## src/rtl/core/fchp_pkg.sv

```systemverilog
package fchp_pkg;

    // parser phase
    typedef enum logic [1:0] {
        PH_IDLE,
        PH_HEADER,
        PH_TABLE
    } phase_t;

    // result kind codes
    typedef enum logic [2:0] {
        K_DESC,
        K_ENTRY,
        K_END,
        K_BAD_FILM,
        K_BAD_VERSION,
        K_BAD_FDSC,
        K_BAD_STAB,
        K_UNKNOWN_CODEC
    } kind_t;

    // codec kind codes
    localparam logic [1:0] CODEC_NONE = 2'd0;
    localparam logic [1:0] CODEC_CVID = 2'd1;
    localparam logic [1:0] CODEC_RAW  = 2'd2;

    // big-endian chunk tags and special words
    localparam logic [31:0] TAG_FILM    = 32'h4649_4C4D;
    localparam logic [31:0] TAG_FDSC    = 32'h4644_5343;
    localparam logic [31:0] TAG_STAB    = 32'h5354_4142;
    localparam logic [31:0] TAG_CVID    = 32'h6376_6964;
    localparam logic [31:0] TAG_RAW     = 32'h7261_7720;
    localparam logic [31:0] BAD_VERSION = 32'h0002_0000;
    localparam logic [31:0] AUDIO_MARK  = 32'hFFFF_FFFF;

    // header byte positions
    localparam logic [6:0] HP_FILM     = 7'd3;
    localparam logic [6:0] HP_HDR_LEN  = 7'd7;
    localparam logic [6:0] HP_VERSION  = 7'd11;
    localparam logic [6:0] HP_FDSC     = 7'd19;
    localparam logic [6:0] HP_CODEC    = 7'd27;
    localparam logic [6:0] HP_HEIGHT   = 7'd31;
    localparam logic [6:0] HP_WIDTH    = 7'd35;
    localparam logic [6:0] HP_DEPTH    = 7'd36;
    localparam logic [6:0] HP_CHANNELS = 7'd37;
    localparam logic [6:0] HP_SAMPBITS = 7'd38;
    localparam logic [6:0] HP_RATE     = 7'd41;
    localparam logic [6:0] HP_STAB     = 7'd51;
    localparam logic [6:0] HP_TIMING   = 7'd59;
    localparam logic [6:0] HP_COUNT    = 7'd63;

    // sample table entry byte positions
    localparam logic [3:0] TP_OFFSET = 4'd3;
    localparam logic [3:0] TP_LENGTH = 4'd7;
    localparam logic [3:0] TP_INFO0  = 4'd11;
    localparam logic [3:0] TP_INFO1  = 4'd15;

    // result queue geometry
    localparam int FIFO_DEPTH = 4;
    localparam int FIFO_PTR_W = 2;
    localparam int FIFO_CNT_W = 3;

    typedef struct packed {
        kind_t       kind;
        logic [1:0]  codec_kind;
        logic [31:0] word_a;
        logic [31:0] word_b;
        logic [31:0] word_c;
        logic [31:0] word_d;
        logic [7:0]  bits_per_pixel;
        logic [7:0]  audio_channels;
        logic [7:0]  audio_sample_bits;
        logic [15:0] audio_frequency;
        logic        last_of_run;
    } result_t;

    // results written by one byte, up to two
    typedef struct packed {
        logic [1:0] n;
        result_t    item0;
        result_t    item1;
    } push_t;

    typedef struct packed {
        logic valid;
        logic room2;
    } fifo_status_t;

    function automatic logic [1:0] codec_code(input logic [31:0] tag);
        logic [1:0] code;
        code = CODEC_NONE;
        if (tag == TAG_CVID) begin
            code = CODEC_CVID;
        end else if (tag == TAG_RAW) begin
            code = CODEC_RAW;
        end
        return code;
    endfunction

endpackage

```

## src/rtl/core/fchp_result_fifo.sv

```systemverilog
module fchp_result_fifo
    import fchp_pkg::*;
(
    input  logic         aclk,
    input  logic         aresetn,
    input  push_t        push,
    input  logic         pop,
    output result_t      head,
    output fifo_status_t status
);

    result_t                 mem_reg [FIFO_DEPTH];
    logic [FIFO_PTR_W-1:0]   wr_ptr_reg, wr_ptr_next, wr_ptr_inc;
    logic [FIFO_PTR_W-1:0]   rd_ptr_reg, rd_ptr_next;
    logic [FIFO_CNT_W-1:0]   cnt_reg, cnt_next;

    always_comb begin
        wr_ptr_inc  = FIFO_PTR_W'(wr_ptr_reg + 1'b1);
        wr_ptr_next = FIFO_PTR_W'(wr_ptr_reg + push.n);
        rd_ptr_next = FIFO_PTR_W'(rd_ptr_reg + pop);
        cnt_next    = FIFO_CNT_W'(cnt_reg + FIFO_CNT_W'(push.n) - FIFO_CNT_W'(pop));
    end

    always_ff @(posedge aclk) begin
        if (!aresetn) begin
            wr_ptr_reg <= '0;
            rd_ptr_reg <= '0;
            cnt_reg    <= '0;
        end else begin
            wr_ptr_reg <= wr_ptr_next;
            rd_ptr_reg <= rd_ptr_next;
            cnt_reg    <= cnt_next;
        end
    end

    // payload storage, no reset
    always_ff @(posedge aclk) begin
        if (push.n != 2'd0) begin
            mem_reg[wr_ptr_reg] <= push.item0;
        end
        if (push.n == 2'd2) begin
            mem_reg[wr_ptr_inc] <= push.item1;
        end
    end

    assign head         = mem_reg[rd_ptr_reg];
    assign status.valid = (cnt_reg != '0);
    assign status.room2 = (cnt_reg <= FIFO_CNT_W'(FIFO_DEPTH - 2));

    a_cnt_bound: assert property (@(posedge aclk) disable iff (!aresetn)
        cnt_reg <= FIFO_CNT_W'(FIFO_DEPTH))
        else $error("result queue count beyond depth");

    a_push_room: assert property (@(posedge aclk) disable iff (!aresetn)
        (push.n != 2'd0) |-> status.room2)
        else $error("results written without room for two");

    a_pop_valid: assert property (@(posedge aclk) disable iff (!aresetn)
        pop |-> status.valid)
        else $error("read from empty result queue");

endmodule

```

## src/rtl/core/film_container_header_parser_core.sv

```systemverilog
// a result item is queued as its byte is accepted and shows on m_ after older items
// one byte per cycle while s_tready is high; a byte causes zero, one or two result items
// s_tready drops only while the four-entry result queue holds more than two items
// reset: aresetn synchronous, active low; parser goes idle and the result queue empties
// after reset, bytes are ignored until one arrives with the start flag in s_tuser
module film_container_header_parser_core
    import fchp_pkg::*;
(
    input  logic         aclk,
    input  logic         aresetn,
    // input channel
    input  logic         s_tvalid,
    output logic         s_tready,
    input  logic [7:0]   s_tdata,   // [7:0] byte_value
    input  logic [0:0]   s_tuser,   // [0] start_of_stream
    // result channel
    output logic         m_tvalid,
    input  logic         m_tready,
    output logic [167:0] m_tdata,   // word_a, word_b, word_c, word_d, bits_per_pixel,
                                    // audio_channels, audio_sample_bits, audio_frequency
    output logic [4:0]   m_tuser,   // [2:0] kind, [4:3] codec_kind
    output logic         m_tlast    // last_of_run
);

    // parser state
    phase_t       phase_reg, phase_next;
    logic [6:0]   pos_reg, pos_next;
    logic [31:0]  ws_reg, ws_next;
    logic [31:0]  vf_reg, vf_next;
    logic [31:0]  entries_reg, entries_next;

    // description fields, written before any read within a run, no reset
    logic [31:0]  hdr_len_reg, hdr_len_next;
    logic [31:0]  codec_reg, codec_next;
    logic [31:0]  width_reg, width_next;
    logic [31:0]  height_reg, height_next;
    logic [23:0]  fmt_reg, fmt_next;
    logic [15:0]  rate_reg, rate_next;
    logic [31:0]  timing_reg, timing_next;
    logic [31:0]  ew0_reg, ew0_next;
    logic [31:0]  ew1_reg, ew1_next;
    logic [31:0]  ew2_reg, ew2_next;

    // per-byte working values
    logic         accept;
    logic         start;
    phase_t       phase_cur;
    logic [6:0]   pos_cur;
    logic [3:0]   tpos;
    logic [31:0]  ws_cur;
    logic [31:0]  vf_cur;
    logic [31:0]  word;
    logic [31:0]  vf_end;
    logic [31:0]  entries_dec;
    logic         tag_ok;
    result_t      end_item;
    result_t      fail_item;
    push_t        push;

    result_t      head;
    fifo_status_t status;
    logic         pop;

    assign accept = s_tvalid && s_tready;
    assign start  = s_tuser[0];

    always_comb begin
        phase_next   = phase_reg;
        pos_next     = pos_reg;
        ws_next      = ws_reg;
        vf_next      = vf_reg;
        entries_next = entries_reg;
        hdr_len_next = hdr_len_reg;
        codec_next   = codec_reg;
        width_next   = width_reg;
        height_next  = height_reg;
        fmt_next     = fmt_reg;
        rate_next    = rate_reg;
        timing_next  = timing_reg;
        ew0_next     = ew0_reg;
        ew1_next     = ew1_reg;
        ew2_next     = ew2_reg;
        push         = '0;
        fail_item    = '0;
        end_item     = '0;

        // start flag restarts the run as if the state were cleared
        phase_cur   = start ? PH_HEADER : phase_reg;
        pos_cur     = start ? 7'd0 : pos_reg;
        ws_cur      = start ? 32'd0 : ws_reg;
        vf_cur      = start ? 32'd0 : vf_reg;
        tpos        = pos_cur[3:0];
        word        = {ws_cur[23:0], s_tdata};
        entries_dec = entries_reg - 32'd1;
        tag_ok      = (codec_reg == TAG_CVID) || (codec_reg == TAG_RAW) || (codec_reg == '0);

        // video count as of the end of the table; the last entry may add one
        vf_end = vf_cur;
        if (phase_cur == PH_TABLE && ew2_reg != AUDIO_MARK) begin
            vf_end = vf_cur + 32'd1;
        end

        // end marker or unknown codec error, always the final item of its byte
        end_item.last_of_run = 1'b1;
        if (tag_ok) begin
            end_item.kind       = K_END;
            end_item.codec_kind = codec_code(codec_reg);
            end_item.word_a     = vf_end;
        end else begin
            end_item.kind = K_UNKNOWN_CODEC;
        end
        fail_item.last_of_run = 1'b1;

        if (accept && phase_cur != PH_IDLE) begin
            phase_next = phase_cur;
            ws_next    = word;
            vf_next    = vf_cur;
            unique case (phase_cur)
                PH_HEADER: begin
                    pos_next = pos_cur + 7'd1;
                    unique case (pos_cur)
                        HP_FILM: begin
                            if (word != TAG_FILM) begin
                                fail_item.kind = K_BAD_FILM;
                                push.n         = 2'd1;
                                push.item0     = fail_item;
                                phase_next     = PH_IDLE;
                            end
                        end
                        HP_HDR_LEN: hdr_len_next = word;
                        HP_VERSION: begin
                            if (word == '0 || word == BAD_VERSION) begin
                                fail_item.kind = K_BAD_VERSION;
                                push.n         = 2'd1;
                                push.item0     = fail_item;
                                phase_next     = PH_IDLE;
                            end
                        end
                        HP_FDSC: begin
                            if (word != TAG_FDSC) begin
                                fail_item.kind = K_BAD_FDSC;
                                push.n         = 2'd1;
                                push.item0     = fail_item;
                                phase_next     = PH_IDLE;
                            end
                        end
                        HP_CODEC:  codec_next  = word;
                        HP_HEIGHT: height_next = word;
                        HP_WIDTH:  width_next  = word;
                        HP_DEPTH, HP_CHANNELS, HP_SAMPBITS: fmt_next = {fmt_reg[15:0], s_tdata};
                        HP_RATE:   rate_next   = word[15:0];
                        HP_STAB: begin
                            if (word != TAG_STAB) begin
                                fail_item.kind = K_BAD_STAB;
                                push.n         = 2'd1;
                                push.item0     = fail_item;
                                phase_next     = PH_IDLE;
                            end
                        end
                        HP_TIMING: timing_next = word;
                        HP_COUNT: begin
                            // stream description, then the table or an empty-table end
                            entries_next                  = word;
                            push.item0.kind               = K_DESC;
                            push.item0.codec_kind         = codec_code(codec_reg);
                            push.item0.word_a             = width_reg;
                            push.item0.word_b             = height_reg;
                            push.item0.word_c             = timing_reg;
                            push.item0.word_d             = word;
                            push.item0.bits_per_pixel     = fmt_reg[23:16];
                            push.item0.audio_channels     = fmt_reg[15:8];
                            push.item0.audio_sample_bits  = fmt_reg[7:0];
                            push.item0.audio_frequency    = rate_reg;
                            pos_next                      = 7'd0;
                            if (word == '0) begin
                                push.n     = 2'd2;
                                push.item1 = end_item;
                                phase_next = PH_IDLE;
                            end else begin
                                push.n                 = 2'd1;
                                push.item0.last_of_run = 1'b1;
                                phase_next             = PH_TABLE;
                            end
                        end
                        default: ;
                    endcase
                end
                PH_TABLE: begin
                    pos_next = {3'd0, 4'(tpos + 4'd1)};
                    unique case (tpos)
                        TP_OFFSET: ew0_next = word + hdr_len_reg;
                        TP_LENGTH: ew1_next = word;
                        TP_INFO0:  ew2_next = word;
                        TP_INFO1: begin
                            push.item0.kind   = K_ENTRY;
                            push.item0.word_a = ew0_reg;
                            push.item0.word_b = ew1_reg;
                            push.item0.word_c = ew2_reg;
                            push.item0.word_d = word;
                            vf_next           = vf_end;
                            entries_next      = entries_dec;
                            if (entries_dec == '0) begin
                                push.n     = 2'd2;
                                push.item1 = end_item;
                                phase_next = PH_IDLE;
                            end else begin
                                push.n                 = 2'd1;
                                push.item0.last_of_run = 1'b1;
                            end
                        end
                        default: ;
                    endcase
                end
                default: ;
            endcase
        end
    end

    always_ff @(posedge aclk) begin
        if (!aresetn) begin
            phase_reg   <= PH_IDLE;
            pos_reg     <= '0;
            ws_reg      <= '0;
            vf_reg      <= '0;
            entries_reg <= '0;
        end else begin
            phase_reg   <= phase_next;
            pos_reg     <= pos_next;
            ws_reg      <= ws_next;
            vf_reg      <= vf_next;
            entries_reg <= entries_next;
        end
    end

    always_ff @(posedge aclk) begin
        hdr_len_reg <= hdr_len_next;
        codec_reg   <= codec_next;
        width_reg   <= width_next;
        height_reg  <= height_next;
        fmt_reg     <= fmt_next;
        rate_reg    <= rate_next;
        timing_reg  <= timing_next;
        ew0_reg     <= ew0_next;
        ew1_reg     <= ew1_next;
        ew2_reg     <= ew2_next;
    end

    // result queue parts the two sides
    fchp_result_fifo u_fifo (
        .aclk    (aclk),
        .aresetn (aresetn),
        .push    (push),
        .pop     (pop),
        .head    (head),
        .status  (status)
    );

    assign pop      = m_tvalid && m_tready;
    assign s_tready = status.room2;
    assign m_tvalid = status.valid;
    assign m_tuser  = {head.codec_kind, head.kind};
    assign m_tlast  = head.last_of_run;
    assign m_tdata  = {head.audio_frequency, head.audio_sample_bits, head.audio_channels,
                       head.bits_per_pixel, head.word_d, head.word_c, head.word_b,
                       head.word_a};

    a_hdr_pos: assert property (@(posedge aclk) disable iff (!aresetn)
        (phase_reg == PH_HEADER) |-> (pos_reg <= HP_COUNT))
        else $error("header position past sample count");

    a_tbl_pos: assert property (@(posedge aclk) disable iff (!aresetn)
        (phase_reg == PH_TABLE) |-> (pos_reg[6:4] == 3'd0))
        else $error("table position outside one entry");

    a_pair_end: assert property (@(posedge aclk) disable iff (!aresetn)
        (push.n == 2'd2) |-> (push.item1.kind == K_END || push.item1.kind == K_UNKNOWN_CODEC))
        else $error("second item of a byte is not a table end");

    a_idle_quiet: assert property (@(posedge aclk) disable iff (!aresetn)
        (accept && !start && phase_reg == PH_IDLE) |=> (phase_reg == PH_IDLE && !$past(push.n != 2'd0)))
        else $error("idle parser produced results");

endmodule
```

## config.mk

```make
export PLATFORM = sky130hd
export DESIGN_NAME = film_container_header_parser_core
export DESIGN_NICKNAME = d
export VERILOG_FILES = /design/src/rtl/core/fchp_pkg.sv /design/src/rtl/core/fchp_result_fifo.sv /design/src/rtl/core/film_container_header_parser_core.sv
export SDC_FILE = /design/constraint.sdc
export NUM_CORES = 2
export LEC_CHECK = 0
export BUFFER_PORTS_ARGS = -buffer_cell sky130_fd_sc_hd__clkbuf_2
export CORE_MARGIN = 3
export CORE_UTILIZATION = 50
export DETAILED_ROUTE_END_ITERATION = 12
export PLACE_DENSITY_LB_ADDON = 0.05
export SLEW_MARGIN = 20
export SYNTH_ARGS = -nofsm -noshare
export SYNTH_HDL_FRONTEND = slang
export SYNTH_HIERARCHICAL = 1
export SYNTH_SLANG_ARGS = --single-unit
```

## constraint.sdc

```tcl
create_clock -name aclk -period 41.9 [get_ports aclk]
set_input_delay 4.19 -clock aclk [delete_from_list [all_inputs] [get_ports aclk]]
set_output_delay 4.19 -clock aclk [all_outputs]
set_load 0.1 [all_outputs]
```

# Word level (Yosys, flattened, before mapping)
# Memory sizes are Yosys's and may differ from the RTL's. A register that Yosys moved wholly into a read port is not among the register bits.
# Cells that the tools add are included.
# word_totals
ff_bits,400
mem_bits_rw,696
input_bits,13
mem_count,1
# classes
n_addsub,10
n_lt_le_gt_ge,1
n_eq_ne,30
mux,51
n_reduce_logical,27
# mem_list
name,depth,width,rd,rd_clocked_by_memory_dff,wr,line_no,text
u_fifo.mem_reg,4,174,1,1,2,fchp_result_fifo.sv:12,result_t mem_reg [FIFO_DEPTH];
# op_table
operator,n
176-bit case mux with 5 select lines,1
175-bit two-way mux,5
174-bit two-way mux,3
350-bit two-way mux,1
175-bit case mux with 2 select lines,1
128-bit case mux with 2 select lines,1
32-bit two-way mux,6
128-bit two-way mux,1
32-bit logical NOT,3
32-bit by 31-bit inequality test with 1-bit output (second input constant),3
32-bit by 31-bit == test with 1-bit output (second input constant),2
32-bit case mux with 2 select lines,1
7-bit by 6-bit == test with 1-bit output (second input constant),8
40-bit two-way mux,1
34-bit two-way mux,1
32-bit by 1-bit adder with 32-bit output (second input constant),1
32-bit adder,1
32-bit by 18-bit == test with 1-bit output (second input constant),1
32-bit inequality test (second input constant),1
32-bit by 1-bit subtractor with 32-bit output (second input constant),1
3-bit AND reduction,10
2-bit two-way mux,14
24-bit two-way mux,1
7-bit by 5-bit == test with 1-bit output (second input constant),3
other kinds (32),48

# Logic depth before layout (Yosys ltp)
# depth
ltp_word,12
depth_mapped,23

# By module
# Netlist, hierarchy kept.
# by_module_without_submodules
module,instances,cells_per_inst,area_each_um2,seq_area_each_um2
fchp_result_fifo,1,1724,33763.6,21040.2
film_container_header_parser_core,1,1806,19561.3,10830.4

# Worst setup path before layout
# Ideal clock, no wire load.
# synth_timing
kind,input to register
from,input s_tuser
to,"memory u_fifo/mem_reg[0][0] in the netlist's numbering, enable pin"
setup_ps,948
arrival_ps,20149
path_slack_ps,20803
path_stages,17
path_buffers,9
cell_sequence,clkbuf_1 -> clkbuf_1 -> clkbuf_1 -> clkbuf_1 -> clkbuf_1 -> clkbuf_1 -> or2_2 -> ha_1 -> or3_1 -> clkbuf_1 -> nor2_1 -> clkbuf_1 -> clkbuf_1 -> o21ai_0 -> nand2_1 -> o21bai_1 -> o21ai_0
# synth_lines
item,line_no,text
"start, declared",film_container_header_parser_core.sv:15,"input logic [0:0] s_tuser,"
"end, declared",fchp_result_fifo.sv:12,

==> results.json <==
{
  "r2r_cells": 16,
  "post_cts_buffers": 0,
  "hold_viol": 0,
  "synth_edf_count": 992,
  "cts_buffers": 117,
  "netlist_area_mm2": 0.0533,
  "port_buffers": 188,
  "path_cells": "buf_2 -> or2_2 -> inv_1 -> ha_2 -> clkinv_1 -> nor2_1 -> buf_4 -> nand2_1 -> or4_2 -> buf_4 -> nand2_1 -> and4bb_4 -> o21bai_4 -> buf_4 -> buf_4 -> buf_4",
  "die_x_um": 333,
  "power_density_mw_per_mm2": 39.5,
  "syn_area_per_cell_um2": 15.1,
  "period_minus_slack_ns": 10.70,
  "min_period_over_period": 0.255,
  "yosys.area.top_type": "edfxtp_1",
  "gp_congestion": 0.889,
  "dpl.hpwl_um": 85700,
  "cp-start-kind": "input pin",
  "ys_types": 88,
  "clockRootBuffer": "clkbuf_16",
  "slowest_delay_ns": 0.90,
  "clk_latency_ns": 0.70,
  "grt_pass1_wl_um": 214000,
  "dieArea_mm2": 0.111,
  "status": "completed",
  "layout_common_cells": "992 x edfxtp_1, 646 x mux2_2, 544 x conb_1",
  "drtIter0Drc": 2587,
  "final_common_cell": "edfxtp_1",
  "yosysWarningCount": 6,
  "rsz0062_at_grt": "no",
  "grt_antenna_before_repair": 6,
  "maxSlewViolCount": 0,
  "hold_class": "reg2reg",
  "drt-total-wl_um": 142000,
  "max-cap-violations": 0,
  "htree_levels": 3,
  "reg2reg_slack_ns": 34.62,
  "num-fill-cells": 8544,
  "clk_pin_slew_ns": 0.06,
  "skew_ns": 0.0313,
  "p_leak_uw": 0.0209,
  "timing.critical_path.buf_inv": 8,
  "rr_endpoint": "u_fifo/mem_reg[2][114]",
  "gr-usage-all-layers": 0.257,
  "area_growth_pct": 15.6,
  "async_reset_ff_frac": 0,
  "cpMostUsedCell": "buf_4",
  "start_util": 0.505,
  "placed_cells": 5509,
  "io_pins": 189,
  "final_antenna_net_count": 0,
  "arrival_ns": 11.01,
  "vias_per_cell": 5.70,
  "crit_family": "buffers and inverters",
  "synth_seq_area_share": 0.598,
  "cts_tree": "built",
  "slowest_stage": "buf_4",
  "firstDrtPassIters": 6,
  "cp_num_cells": 16,
  "largest_register_ffs": 696,
  "core_mm2": 0.106,
  "row_count": 119,
  "crit_required_ns": 42.22,
  "startpoint": "s_tuser",
  "cts_sinks": 1096,
  "setup-violations-final": 0,
  "tightest_slew_ns": 1.11,
  "clockBufferDepth": 3,
  "drive_gt1_frac": 0.311,
  "ys_ff_latch": 1096,
  "die_y_um": 333,
  "synth_top_area_frac": 0.559,
  "vias": 32700,
  "reg2reg_from": "entries_reg[0]",
  "fmax_mhz": 93.5,
  "final_cells": 5733,
  "final_nets": 4300,
  "critPathCapture": "u_fifo/mem_reg[2][114]",
  "end_kind": "flop",
  "cp_max_fo": 60,
  "synth_ff_type": "edfxtp_1",
  "wire_per_inst_um": 24.7,
  "critPathKind": "in2reg",
  "drc": 0,
  "syn-instance-count": 3530,
  "cts_repair_resize_count": 0,
  "grt_pass1_vias": 33300,
  "grt_max_degree": 129,
  "synth.area.top_cells": "edfxtp_1 56%, mux2_2 14%, mux4_2 7.3%, dfxtp_1 3.9%, a22o_1 1.6%",
  "slew_headroom": 0.258,
  "cts_hold_buffers": 0,
  "grt.overflow.total": 0,
  "setup_tns_ns": 0,
  "max-vdd-ir-drop_mv": 0.0573
}
logic make-up after synthesis:
family                     synth area share
AOI/OAI and AO/OA                    0.0641
xor gates and xnor gates             0.0110
adders and majority gates            0.0115
buffers and inverters                0.0247
DFF                                   0.598
muxes                                 0.222
other                             0.0000703
and+or+nand+nor                      0.0693
cells in the mapped netlist, types with 53 or more instances:
master,n
nand2_1,124
a21oi_1,109
clkbuf_1,107
mux4_2,174
inv_1,56
nor2_1,127
dfxtp_1,104
o21ai_0,108
buf_2,53
mux2_2,646
edfxtp_1,992
a22o_1,97
layout make-up:
class                   instances  area (um2)  share of cell area
inverters                      57         214             0.00347
multi-input cells            2697       22300               0.362
clock buffers                 136        3070              0.0499
diodes                          3        7.51            0.000122
clock inverters                83         752              0.0122
repair buffers                270        1620              0.0263
flip-flops and latches       1096       31900               0.517
well taps                    1391        1740              0.0282
layer usage:
layer	GRT usage	wire length, um	vias up
met1	0.363	62200	16700
met4	0.0797	3890	6
li1	-	-	14900
met3	0.0438	9000	206
met2	0.410	66500	954
met5	0	34	-
report_power, final:
part | internal [uW] | total, uW | switching, uW
clock network | 602 | 1030 | 432
logic | 75.4 | 201 | 126
registers | 1180 | 1200 | 16.2
total | 1860 | 2430 | 574
how the worst min path moves through the flow:
stage,startpoint,cells after the start,endpoint
floorplan,fmt_reg[2],0,fmt_reg[10]
global placement,fmt_reg[1],0,fmt_reg[9]
detailed placement,fmt_reg[12],0,fmt_reg[20]
CTS,fmt_reg[12],0,fmt_reg[20]
global route,fmt_reg[1],0,fmt_reg[9]
finish,fmt_reg[14],0,fmt_reg[22]
metrics by stage:
stage	power, uW	utilization	hold slack, ns	setup slack, ns	area (um2)
floorplan	1370	-	0.417	20.80	55400
global placement	1420	0.547	0.423	30.69	57700
detailed placement	1420	0.547	0.425	30.59	57700
CTS	2460	0.583	0.439	31.36	61600
global route	2520	0.584	0.440	30.80	61600
finish	2430	0.584	0.432	31.20	61600
No activity file was read; power rests on OpenSTA's default activity.
